File: src/rtl/cck_pkg.sv
// ----------------------------------------------------------------------------
// cck_pkg
// shared types, codes and the month length table for the calendar counter
// ----------------------------------------------------------------------------
package cck_pkg;

  localparam logic [6:0] YEAR_LAST = 7'd99;

  // operation codes of an input request
  localparam logic [2:0] OP_SEC_UP     = 3'd0;
  localparam logic [2:0] OP_SEC_DOWN   = 3'd1;
  localparam logic [2:0] OP_MIN_SHIFT  = 3'd2;
  localparam logic [2:0] OP_HOUR_SHIFT = 3'd3;
  localparam logic [2:0] OP_LOAD       = 3'd4;

  localparam logic [4:0] FEB_LEAP_DAYS = 5'd29;
  localparam logic [4:0] FEB_DAYS      = 5'd28;
  localparam logic [4:0] LONG_MONTH    = 5'd31;

  // february entry unused, handled by the leap rule
  localparam logic [4:0] MONTH_LEN [12] = '{
    5'd31, 5'd0, 5'd31, 5'd30, 5'd31, 5'd30,
    5'd31, 5'd31, 5'd30, 5'd31, 5'd30, 5'd31
  };

  typedef enum logic [0:0] {
    ST_IDLE,
    ST_RUN
  } state_t;

  typedef enum logic [1:0] {
    UNIT_SEC,
    UNIT_MIN,
    UNIT_HOUR
  } unit_t;

  typedef struct packed {
    logic  load;
    logic  step;
    logic  capture;
    logic  up;
    unit_t unit;
  } dp_cmd_t;

  function automatic logic [4:0] days_of_month(input logic [3:0] month, input logic [6:0] year);
    logic [4:0] days;
    if (month == 4'd2) begin
      days = (year[1:0] == 2'd0) ? FEB_LEAP_DAYS : FEB_DAYS;
    end else if (month < 4'd1 || month > 4'd12) begin
      days = LONG_MONTH;
    end else begin
      days = MONTH_LEN[month - 4'd1];
    end
    return days;
  endfunction

endpackage

File: src/rtl/cck_ctrl.sv
// ----------------------------------------------------------------------------
// cck_ctrl
// request decode, step counter and output handshake control
// ----------------------------------------------------------------------------
module cck_ctrl (
  input  logic              clk,
  input  logic              rst_n,
  input  logic              in_tvalid,
  output logic              in_tready,
  input  logic [2:0]        operation,
  input  logic [7:0]        delta,
  output logic              out_tvalid,
  input  logic              out_tready,
  output cck_pkg::dp_cmd_t  cmd
);

  cck_pkg::state_t state_r, state_nxt;
  cck_pkg::unit_t  unit_r, unit_nxt;
  logic            up_r, up_nxt;
  logic [7:0]      cnt_r, cnt_nxt;
  logic            out_valid_r, out_valid_nxt;
  logic            accept;
  logic            slot_free;
  logic [7:0]      shift_steps;

  assign in_tready  = (state_r == cck_pkg::ST_IDLE);
  assign accept     = in_tvalid & in_tready;
  assign slot_free  = !out_valid_r || out_tready;
  assign out_tvalid = out_valid_r;

  // magnitude of the signed shift, 0x80 gives 128
  assign shift_steps = delta[7] ? (~delta + 8'd1) : delta;

  always_ff @(posedge clk) begin
    if (!rst_n) begin
      state_r     <= cck_pkg::ST_IDLE;
      unit_r      <= cck_pkg::UNIT_SEC;
      up_r        <= 1'b1;
      cnt_r       <= 8'd0;
      out_valid_r <= 1'b0;
    end else begin
      state_r     <= state_nxt;
      unit_r      <= unit_nxt;
      up_r        <= up_nxt;
      cnt_r       <= cnt_nxt;
      out_valid_r <= out_valid_nxt;
    end
  end

  always_comb begin
    state_nxt   = state_r;
    unit_nxt    = unit_r;
    up_nxt      = up_r;
    cnt_nxt     = cnt_r;
    cmd.load    = 1'b0;
    cmd.step    = 1'b0;
    cmd.capture = 1'b0;
    cmd.up      = up_r;
    cmd.unit    = unit_r;

    unique case (state_r)
      cck_pkg::ST_IDLE: begin
        if (accept) begin
          state_nxt = cck_pkg::ST_RUN;
          cnt_nxt   = 8'd0;
          unique case (operation)
            cck_pkg::OP_SEC_UP: begin
              unit_nxt = cck_pkg::UNIT_SEC;
              up_nxt   = 1'b1;
              cnt_nxt  = 8'd1;
            end
            cck_pkg::OP_SEC_DOWN: begin
              unit_nxt = cck_pkg::UNIT_SEC;
              up_nxt   = 1'b0;
              cnt_nxt  = 8'd1;
            end
            cck_pkg::OP_MIN_SHIFT: begin
              unit_nxt = cck_pkg::UNIT_MIN;
              up_nxt   = !delta[7];
              cnt_nxt  = shift_steps;
            end
            cck_pkg::OP_HOUR_SHIFT: begin
              unit_nxt = cck_pkg::UNIT_HOUR;
              up_nxt   = !delta[7];
              cnt_nxt  = shift_steps;
            end
            cck_pkg::OP_LOAD: begin
              cmd.load = 1'b1;
            end
            default: begin
              cnt_nxt = 8'd0;
            end
          endcase
        end
      end
      cck_pkg::ST_RUN: begin
        if (cnt_r != 8'd0) begin
          cmd.step = 1'b1;
          cnt_nxt  = cnt_r - 8'd1;
        end else if (slot_free) begin
          cmd.capture = 1'b1;
          state_nxt   = cck_pkg::ST_IDLE;
        end
      end
      default: begin
        state_nxt = cck_pkg::ST_IDLE;
      end
    endcase

    if (cmd.capture) begin
      out_valid_nxt = 1'b1;
    end else if (out_tready) begin
      out_valid_nxt = 1'b0;
    end else begin
      out_valid_nxt = out_valid_r;
    end
  end

endmodule

File: src/rtl/cck_dp.sv
// ----------------------------------------------------------------------------
// cck_dp
// calendar registers, one unit step per cycle with ripple carry and borrow
// ----------------------------------------------------------------------------
module cck_dp (
  input  logic             clk,
  input  logic             rst_n,
  input  cck_pkg::dp_cmd_t cmd,
  input  logic [6:0]       load_year,
  input  logic [3:0]       load_month,
  input  logic [4:0]       load_day,
  input  logic [4:0]       load_hour,
  input  logic [5:0]       load_minute,
  input  logic [5:0]       load_second,
  output logic [6:0]       year_now,
  output logic [3:0]       month_now,
  output logic [4:0]       day_now,
  output logic [4:0]       hour_now,
  output logic [5:0]       minute_now,
  output logic [5:0]       second_now,
  output logic             fields_valid
);

  logic [6:0] year_r, year_nxt;
  logic [3:0] month_r, month_nxt;
  logic [4:0] day_r, day_nxt;
  logic [4:0] hour_r, hour_nxt;
  logic [5:0] minute_r, minute_nxt;
  logic [5:0] second_r, second_nxt;

  logic [6:0] year_o_r;
  logic [3:0] month_o_r;
  logic [4:0] day_o_r;
  logic [4:0] hour_o_r;
  logic [5:0] minute_o_r;
  logic [5:0] second_o_r;
  logic       valid_o_r;

  logic [4:0] dim_cur;
  logic       go_min, go_hour, go_day, go_mon, go_year;
  logic       valid_now;

  assign dim_cur = cck_pkg::days_of_month(month_r, year_r);

  assign valid_now = (year_r <= cck_pkg::YEAR_LAST) &&
                     (month_r >= 4'd1) && (month_r <= 4'd12) &&
                     (day_r >= 5'd1) && (day_r <= dim_cur) &&
                     (hour_r <= 5'd23) && (minute_r <= 6'd59) && (second_r <= 6'd59);

  always_ff @(posedge clk) begin
    if (!rst_n) begin
      year_r   <= 7'd0;
      month_r  <= 4'd1;
      day_r    <= 5'd1;
      hour_r   <= 5'd0;
      minute_r <= 6'd0;
      second_r <= 6'd0;
    end else begin
      year_r   <= year_nxt;
      month_r  <= month_nxt;
      day_r    <= day_nxt;
      hour_r   <= hour_nxt;
      minute_r <= minute_nxt;
      second_r <= second_nxt;
    end
  end

  // result snapshot
  always_ff @(posedge clk) begin
    if (cmd.capture) begin
      year_o_r   <= year_r;
      month_o_r  <= month_r;
      day_o_r    <= day_r;
      hour_o_r   <= hour_r;
      minute_o_r <= minute_r;
      second_o_r <= second_r;
      valid_o_r  <= valid_now;
    end
  end

  always_comb begin
    year_nxt   = year_r;
    month_nxt  = month_r;
    day_nxt    = day_r;
    hour_nxt   = hour_r;
    minute_nxt = minute_r;
    second_nxt = second_r;
    go_min     = (cmd.unit == cck_pkg::UNIT_MIN);
    go_hour    = (cmd.unit == cck_pkg::UNIT_HOUR);
    go_day     = 1'b0;
    go_mon     = 1'b0;
    go_year    = 1'b0;

    if (cmd.load) begin
      year_nxt   = load_year;
      month_nxt  = load_month;
      day_nxt    = load_day;
      hour_nxt   = load_hour;
      minute_nxt = load_minute;
      second_nxt = load_second;
    end else if (cmd.step && cmd.up) begin
      if (cmd.unit == cck_pkg::UNIT_SEC) begin
        if (second_r >= 6'd59) begin
          second_nxt = 6'd0;
          go_min     = 1'b1;
        end else begin
          second_nxt = second_r + 6'd1;
        end
      end
      if (go_min) begin
        if (minute_r >= 6'd59) begin
          minute_nxt = 6'd0;
          go_hour    = 1'b1;
        end else begin
          minute_nxt = minute_r + 6'd1;
        end
      end
      if (go_hour) begin
        if (hour_r >= 5'd23) begin
          hour_nxt = 5'd0;
          go_day   = 1'b1;
        end else begin
          hour_nxt = hour_r + 5'd1;
        end
      end
      // day limit is the length of the month before any carry
      if (go_day) begin
        if (day_r >= dim_cur) begin
          day_nxt = 5'd1;
          go_mon  = 1'b1;
        end else begin
          day_nxt = day_r + 5'd1;
        end
      end
      if (go_mon) begin
        if (month_r >= 4'd12) begin
          month_nxt = 4'd1;
          go_year   = 1'b1;
        end else begin
          month_nxt = month_r + 4'd1;
        end
      end
      if (go_year) begin
        year_nxt = (year_r >= cck_pkg::YEAR_LAST) ? 7'd0 : year_r + 7'd1;
      end
    end else if (cmd.step) begin
      if (cmd.unit == cck_pkg::UNIT_SEC) begin
        if (second_r > 6'd0) begin
          second_nxt = second_r - 6'd1;
        end else begin
          second_nxt = 6'd59;
          go_min     = 1'b1;
        end
      end
      if (go_min) begin
        if (minute_r > 6'd0) begin
          minute_nxt = minute_r - 6'd1;
        end else begin
          minute_nxt = 6'd59;
          go_hour    = 1'b1;
        end
      end
      if (go_hour) begin
        if (hour_r > 5'd0) begin
          hour_nxt = hour_r - 5'd1;
        end else begin
          hour_nxt = 5'd23;
          go_day   = 1'b1;
        end
      end
      if (go_day) begin
        if (day_r > 5'd1) begin
          day_nxt = day_r - 5'd1;
        end else begin
          if (month_r > 4'd1) begin
            month_nxt = month_r - 4'd1;
          end else begin
            month_nxt = 4'd12;
            year_nxt  = (year_r > 7'd0) ? year_r - 7'd1 : cck_pkg::YEAR_LAST;
          end
          // borrowed day lands on the last day of the new month
          day_nxt = cck_pkg::days_of_month(month_nxt, year_nxt);
        end
      end
    end
  end

  assign year_now     = year_o_r;
  assign month_now    = month_o_r;
  assign day_now      = day_o_r;
  assign hour_now     = hour_o_r;
  assign minute_now   = minute_o_r;
  assign second_now   = second_o_r;
  assign fields_valid = valid_o_r;

endmodule

File: src/rtl/calendar_clock_step.sv
// ----------------------------------------------------------------------------
// calendar_clock_step
// calendar date and time counter with step, shift and load requests
// ----------------------------------------------------------------------------
// Each input request steps the time one second up or down, shifts it by a
// signed number of minutes or hours, or loads a full date and time. Every
// request returns one result: the date and time after the request and a flag
// that says whether all fields lie in calendar range.
// A request with n unit steps (n = 1 for second steps, |delta| up to 128 for
// shifts, 0 for loads and unused codes) makes its steps after it is accepted
// and then writes its result; the counter moves one minute or hour per cycle,
// and a new request is taken only once the current one is through.
// The result sits in an output register: the next request is accepted while
// a result waits, and if the receiver stalls the block holds in its final
// cycle until the result register is free again.
// Reset sets year 0, month 1, day 1, 00:00:00 and drops out_tvalid.
// ----------------------------------------------------------------------------
module calendar_clock_step (
  input  logic        clk,
  input  logic        rst_n,
  input  logic        in_tvalid,
  output logic        in_tready,
  // operation[2:0], delta[10:3], load_year[17:11], load_month[21:18],
  // load_day[26:22], load_hour[31:27], load_minute[37:32], load_second[43:38]
  input  logic [47:0] in_tdata,
  output logic        out_tvalid,
  input  logic        out_tready,
  // year_now[6:0], month_now[10:7], day_now[15:11], hour_now[20:16],
  // minute_now[26:21], second_now[32:27]
  output logic [39:0] out_tdata,
  // fields_valid[0]
  output logic        out_tuser
);

  cck_pkg::dp_cmd_t cmd;
  logic [6:0]       year_now;
  logic [3:0]       month_now;
  logic [4:0]       day_now;
  logic [4:0]       hour_now;
  logic [5:0]       minute_now;
  logic [5:0]       second_now;

  cck_ctrl u_ctrl (
    .clk        (clk),
    .rst_n      (rst_n),
    .in_tvalid  (in_tvalid),
    .in_tready  (in_tready),
    .operation  (in_tdata[2:0]),
    .delta      (in_tdata[10:3]),
    .out_tvalid (out_tvalid),
    .out_tready (out_tready),
    .cmd        (cmd)
  );

  cck_dp u_dp (
    .clk          (clk),
    .rst_n        (rst_n),
    .cmd          (cmd),
    .load_year    (in_tdata[17:11]),
    .load_month   (in_tdata[21:18]),
    .load_day     (in_tdata[26:22]),
    .load_hour    (in_tdata[31:27]),
    .load_minute  (in_tdata[37:32]),
    .load_second  (in_tdata[43:38]),
    .year_now     (year_now),
    .month_now    (month_now),
    .day_now      (day_now),
    .hour_now     (hour_now),
    .minute_now   (minute_now),
    .second_now   (second_now),
    .fields_valid (out_tuser)
  );

  assign out_tdata = {7'd0, second_now, minute_now, hour_now, day_now, month_now, year_now};

endmodule
File: config.mk
export PLATFORM = sky130hd
export DESIGN_NAME = calendar_clock_step
export DESIGN_NICKNAME = d
export VERILOG_FILES = /design/src/rtl/cck_pkg.sv /design/src/rtl/cck_ctrl.sv /design/src/rtl/cck_dp.sv /design/src/rtl/calendar_clock_step.sv
export SDC_FILE = /design/constraint.sdc
export NUM_CORES = 1
export LEC_CHECK = 0
export BUFFER_PORTS_ARGS = -buffer_cell sky130_fd_sc_hd__buf_4
export CORE_UTILIZATION = 52
export CTS_CLUSTER_DIAMETER = 120
export DETAILED_ROUTE_END_ITERATION = 7
export GPL_TIMING_DRIVEN = 0
export PLACE_DENSITY = 0.78
export SLEW_MARGIN = 0
export SYNTH_ARGS = -nofsm -noshare
export SYNTH_HDL_FRONTEND = slang
export SYNTH_SLANG_ARGS = --single-unit
File: constraint.sdc
create_clock -name clk -period 3.45 [get_ports clk]
set_input_delay 0.69 -clock clk [delete_from_list [all_inputs] [get_ports clk]]
set_output_delay 0.69 -clock clk [all_outputs]
set_load 0.01 [all_outputs]
* Word-level counts from Yosys, hierarchy flattened
Memory sizes are Yosys's and may differ from the RTL's. Cells that the tools add are included.
Word-level totals: bits of input ports 52, register bits after elaboration 80, memories 2, word-level logic and storage cells 243, bits in read-only memories 160, output and inout bits 43
Operators by class: reduce and logical (&&, ||, !) cells 37, eq/ne operators 19, add/sub/neg operators 15, bitwise logic cells 5, multiplexer cells 120, order comparisons 26
Memories:
- (no name shown) | words 16, bits a word 5, rd ports 1, clocked after memory_dff 0, wr ports 0, line cck_pkg.sv:52 | days = MONTH_LEN[month - 4'd1];
- (no name shown) | words 16, bits a word 5, rd ports 1, clocked after memory_dff 0, wr ports 0, line cck_pkg.sv:52
Operators with widths (number):
- 5-bit two-way mux | 22
- 7-bit two-way mux | 14
- 6-bit two-way mux | 14
- 4-bit two-way mux | 13
- 1-bit two-way mux | 48
- 8-bit one-hot mux with 2 select lines | 2
- 8-bit two-way mux | 3
- 3-bit != test (second input constant) | 7
- 3-bit AND reduction | 6
- 3-bit nonzero test | 6
- 5-bit >= comparator (second input constant) | 3
- 6-bit by 1-bit adder with 6-bit output (second input constant) | 2
- 6-bit >= comparator (second input constant) | 2
- 6-bit by 1-bit > comparator with 1-bit output (second input constant) | 2
- 6-bit less-or-equal comparator (second input constant) | 2
- 6-bit by 1-bit subtractor with 6-bit output (second input constant) | 2
- 5-bit by 1-bit adder with 5-bit output (second input constant) | 2
- 5-bit by 1-bit > comparator with 1-bit output (second input constant) | 2
- 4-bit inverter with 5-bit output | 2
- 5-bit by 1-bit subtractor with 5-bit output (second input constant) | 2
- 8-bit by 1-bit adder with 8-bit output (second input constant) | 1
- 4-bit by 2-bit equality test with 1-bit output (second input constant) | 2
- 4-bit > comparator (second input constant) | 2
- 1-bit logical AND | 8
- 41 further kinds | 53

* Longest topological paths before layout
depth in word-level cells 32, depth in mapped cells 18, depth with buffers taken out 15

* By module
From an unflattened synthesis, not the netlist that was laid out.
Second synthesis, totals: cell total of the unflattened synthesis 674, area, all modules 5748.0 um^2
Modules (own cells, without submodules):
- cck_dp | seq. area each 1681.6 um^2, times used 1, area each 4794.6 um^2, cells an instance 552
- cck_ctrl | seq. area each 260.2 um^2, times used 1, area each 897.1 um^2, cells an instance 114
- calendar_clock_step | seq. area each 0.0 um^2, times used 1, area each 56.3 um^2, cells an instance 8

* Least setup slack after synthesis
Ideal clock, no wire load.
kind register to register, start point reg u_ctrl.cnt_r[0], end point reg u_dp.day_o_r[0] (netlist: u_dp.day_now[0]), enable pin, data arrival time 3.119 ns, stages on the path, launching flop included 7, setup time 0.431 ns, path buffers 0, clock period less this slack 3.550 ns, required time 3.019 ns, setup slack -0.100 ns, path through dfxtp_1 > inv_1 > ha_1 > or4b_1 > nand2b_1 > or2_2 > nor2b_1
RTL lines:
- start, declared | line cck_ctrl.sv:20 | logic [7:0] cnt_r, cnt_nxt;
- start signal, assigned | line cck_ctrl.sv:45 | cnt_r <= cnt_nxt;
- end signal, assigned | line cck_dp.sv:73 | day_o_r <= day_r;
- end, declared | line cck_dp.sv:33 | logic [4:0] day_o_r;

* Worst setup path after layout
start point reg u_dp.month_r[0], end point reg u_dp.year_r[4]
On the way: longest elaborated chain between the ends 17, elaborated cells on any way between the ends 25, those cells by class add/sub: 1; order compare: 5; eq/ne: 3; mux: 12; bitwise: 1; reduce/logical: 2; memory: 1
Ends and longest elaborated chain:
- start, declared | line cck_dp.sv:25 | logic [3:0] month_r, month_nxt;
- start signal, assigned | line cck_dp.sv:60 | month_r <= month_nxt;
- 4-bit by 1-bit subtractor with 4-bit output | line cck_pkg.sv:52
- 4-bit inverter with 5-bit output (not written as such) | line cck_pkg.sv:52
- memory read 16 x 5 bit
- 5-bit two-way mux (not written as such) (2 in series) | line cck_pkg.sv:52
- 5-bit two-way mux | line cck_pkg.sv:49 | end else if (month < 4'd1 || month > 4'd12) begin
- 5-bit two-way mux | line cck_pkg.sv:47 | if (month == 4'd2) begin
- 5-bit >= comparator | line cck_dp.sv:128 | if (day_r >= dim_cur) begin
- 1-bit two-way mux | line cck_dp.sv:128
- 1-bit two-way mux | line cck_dp.sv:127 | if (go_day) begin
- 1-bit two-way mux | line cck_dp.sv:101 | end else if (cmd.step && cmd.up) begin
- 1-bit two-way mux | line cck_dp.sv:94 | if (cmd.load) begin
- 1-bit two-way mux | line cck_dp.sv:135 | if (go_mon) begin
- 1-bit two-way mux | line cck_dp.sv:101
- 1-bit two-way mux | line cck_dp.sv:94
- 3-bit != test (no line)
- 5-bit AND reduction (no line) *
- end signal, assigned | line cck_dp.sv:59 | year_r <= year_nxt;
- end, declared | line cck_dp.sv:24 | logic [6:0] year_r, year_nxt;
Every way passes the cells marked *; elsewhere a longest branch is shown, timed or not. The select of a mux whose other input is x is not followed. A chain may end at the register's enable or synchronous reset.

==> metrics.txt <==
status complete, but fails checks; failing checks negative setup slack; synth-to-layout area growth 23.32%; total number of vias 5588; CP max-delay cell dfxtp_2; sw frac 0.4266; CTS tree yes; combinational power share 0.555; grt ovf 0; clock-pin slew on the worst setup and hold paths 90 ps; minimum clock period 3467 ps; placed inst area 6289 µm²; internal reg-to-reg setup slack -20 ps; port buffer count 81; Final Cycle Share 1.005; Boundary Pins 95; DR DRC count 0; Slew Limit Headroom 0.2440; Hold Crit Start u_dp.year_r[2]; largest net degree at the start of global routing 20; Clock H-tree levels 3; final setup vio count 2; Detailed Place HPWL 11360 µm; Crit path max-delay family compound AO/OA/AOI/OAI gates; reg2reg end u_dp.year_r[4]; pre-CTS WS -633.7 ps; CTS Buf Count 9; TNS Setup -29.21 ps; fraction of layout cells with a size suffix above 1 0.2152; Vias/cell 6.127; worst reg2reg path depth 18; register area share after synthesis 0.3562; Top FF cell, synth dfxtp_1; Crit Path Max Fanout 7; Cells after Synth 658; Critical Path Most Common Cell buf_8; CTS Sinks 80; unrepaired setup endpoints after global routing true; Synth Register Bits 80; Synthesis Warnings 0; Max Cap Viol 0; Final WS setup -16.55 ps; asr flop ratio synth 0; drt first pass iters 7; total chip power 4693 µW; VDD IR-drop max 0.3287 mV; power per cell area 698.1 nW/µm²; fraction of power consumed by the clock network 0.154; Multi-input gate area 3209 µm²; worst-path cell chain buf_8 -> inv_8 -> ha_4 -> buf_8 -> nor2b_4 -> o31ai_1 -> nand2_1 -> o21ai_1 -> o211ai_1 -> ha_1 -> nand2b_4 -> a21oi_2 -> o21a_2 -> o31a_1 -> a311oi_4 -> buf_6 -> nand3_1 -> a32o_1; ant diodes 0; Flop pwr share 0.291; Max clock buf depth 2; Hold Fails Final Rpt 0; vias in the first global route 5193; Fmax 288.5 MHz; WP data required 3730 ps; slowest stage delay, CP 360 ps; Die Ht 104.4 µm; count of cell types in the netlist 77; Post-Route WL 16210 µm; HP Class flip-flop to flip-flop; Site Rows 37; Synth area leaders edfxtp_1 19%, dfxtp_1 17%, ha_1 5.7%; Starting DRT DRC Count 447; hold depth 0; Sequential Area 1947 µm²; die footprint 10900 µm²; RePlAce Congestion 0.9095; fillers 892; Int Pwr 2691 µW; Max Transition Viols Final 0; Psw 2002 µW; commonest non-fill, non-tap cells in the layout 101 x buf_4, 61 x nand2_1, 49 x o21ai_0, 49 x nor2_1, 47 x a21oi_1; Syn Area/Cell 8.285 µm²; Buf/Inv on CP 4; CTS Hold Bufs 0; hold_ws 430.6 ps; core area 10230 µm²; initial antenna violation count 0; Starting Density 0.5328; area leader, netlist edfxtp_1; Worst EP arrival 3750 ps; Hold Path End u_dp.year_now[2]; Worst Setup Start Kind flip-flop; average routed wire per standard cell 17.77 µm; total track usage 0.2981; clk_lat worst skew 390 ps; first-pass GRT wire length 25850 µm; Tightest Pin Transition 1118 ps; number of synthesized flops with an enable pin 34; Worst setup EP type flip-flop; cell area after synthesis 5451 µm²; clock skew 11.96 ps; FF-to-FF Start u_dp.month_r[0]; crit path kind flip-flop to flip-flop; post-route cell area 6723 µm²; most common cell after layout, fill and taps aside buf_4; nets@finish 849; Clock Tree Root clkbuf_8; leakage 0.002699 µW; post-route ant nets 0; Die Span X 104.4 µm; share of the synthesized area in the top cell type 0.1873
-- state kept, by name, indices dropped and copies added, names as in the netlist, 4 cells and up --
name / count
u_dp.second_r: 6
u_dp.month_r: 4
u_dp.second_now: 6
u_dp.day_now: 5
u_dp.year_r: 7
u_dp.month_now: 4
u_dp.hour_now: 5
u_dp.year_now: 7
u_dp.day_r: 5
u_dp.minute_r: 6
u_dp.minute_now: 6
u_ctrl.cnt_r: 8
u_dp.hour_r: 5
-- final cells by class --
type | count | area share
Inverter | 33 | 0.01991
Sequential cell | 80 | 0.2896
Clock inverter | 4 | 0.007817
Timing Repair Buffer | 97 | 0.1145
Tap cell | 136 | 0.02531
Buffer | 55 | 0.04448
Multi-Input combinational cell | 496 | 0.4774
Clock buffer | 11 | 0.02103
-- timing repair --
item	CTS	global route
buffers inserted	3	11
cloned	0	1
pin swaps	4	11
gates resized for setup	15	26
endpoints found under the setup margin	16	16
-- power groups by stage --
stage               combinational [µW]  clock [µW]  sequential [µW]
finish                            2610         721             1370
global route                      2850         758             1390
CTS                               2380         720             1360
detailed placement                2310           0             1380
global placement                  2240           0             1380
floorplan                         1710           0             1370
-- how the worst max path moves through the flow --
stage                     from  depth (start not counted)              end  slack [ps]
6_report       u_dp.month_r[0]                         18   u_dp.year_r[4]         -20
2_1_floorplan  u_dp.month_r[1]                         18  u_dp.month_r[3]          10
5_1_grt        u_dp.month_r[0]                         18   u_dp.year_r[3]        -150
3_3_place_gp   u_dp.month_r[1]                         18  u_dp.month_r[1]        -600
4_1_cts        u_dp.month_r[1]                         18   u_dp.year_r[3]         0.5
3_5_place_dp   u_dp.month_r[1]                         18  u_dp.month_r[1]        -630
-- kinds of logic (layout without fill, tap and decap cells) --
family | after synthesis | count (layout) | share of synthesized area
AO/OA/AOI/OAI | 222 | 222 | 0.2784
AND/OR/NAND/NOR | 215 | 215 | 0.1919
buffers and inverters | 88 | 200 | 0.07069
flip-flops | 80 | 80 | 0.3562
adder cells (fa/ha/maj) | 25 | 25 | 0.05738
XOR/XNOR | 22 | 22 | 0.03535
multiplexers | 5 | 5 | 0.009410
other | 1 | 7 | 0.0006879
-- metrics by stage --
step                      utilization  std cells
final                          0.6571        912
after global routing           0.6571        912
after CTS                      0.6403        900
after detailed placement       0.6147        882
after global placement         0.6115        881
after floorplan                     -        664
-- layer usage --
layer / wire (µm) / up-vias / GRT usage / share of wire
met2: 7539 / 298 / 0.4659 / 0.47
met1: 6770 / 2617 / 0.3981 / 0.42
met3: 1368 / 47 / 0.04073 / 0.084
li1: - / 2626 / - / -
met4: 527 / 0 / 0.1612 / 0.033
met5: 0 / - / 0 / 0
-- synth_stat cells (3+ instances only) --
| cell type | n |
|---|---|
| nor2_1 | 49 |
| o21a_1 | 9 |
| xnor2_1 | 9 |
| o211ai_1 | 8 |
| nor3b_1 | 7 |
| nand3_1 | 29 |
| edfxtp_1 | 34 |
| a221oi_1 | 4 |
| a311oi_1 | 3 |
| a211oi_2 | 3 |
| nor4_1 | 3 |
| a22oi_1 | 9 |
| a32oi_1 | 4 |
| nand2b_1 | 9 |
| nor2b_1 | 4 |
| a21oi_1 | 48 |
| a32o_1 | 6 |
| or2_2 | 4 |
| buf_6 | 3 |
| and3_1 | 3 |
| ha_1 | 25 |
| buf_2 | 5 |
| and2_1 | 5 |
| inv_1 | 31 |
| clkbuf_1 | 39 |
| nor3_1 | 19 |
| a21o_1 | 5 |
| o31a_1 | 3 |
| a31oi_1 | 6 |
| dfxtp_1 | 46 |
| o21ai_1 | 12 |
| mux2i_1 | 4 |
| nand3b_1 | 3 |
| nand2_1 | 61 |
| xor2_1 | 13 |
| o31ai_1 | 8 |
| o21ai_0 | 50 |
| buf_4 | 7 |
| or3_1 | 8 |
| a211oi_1 | 9 |
| o32ai_1 | 4 |
No activity file was read; power rests on OpenSTA's default activity.
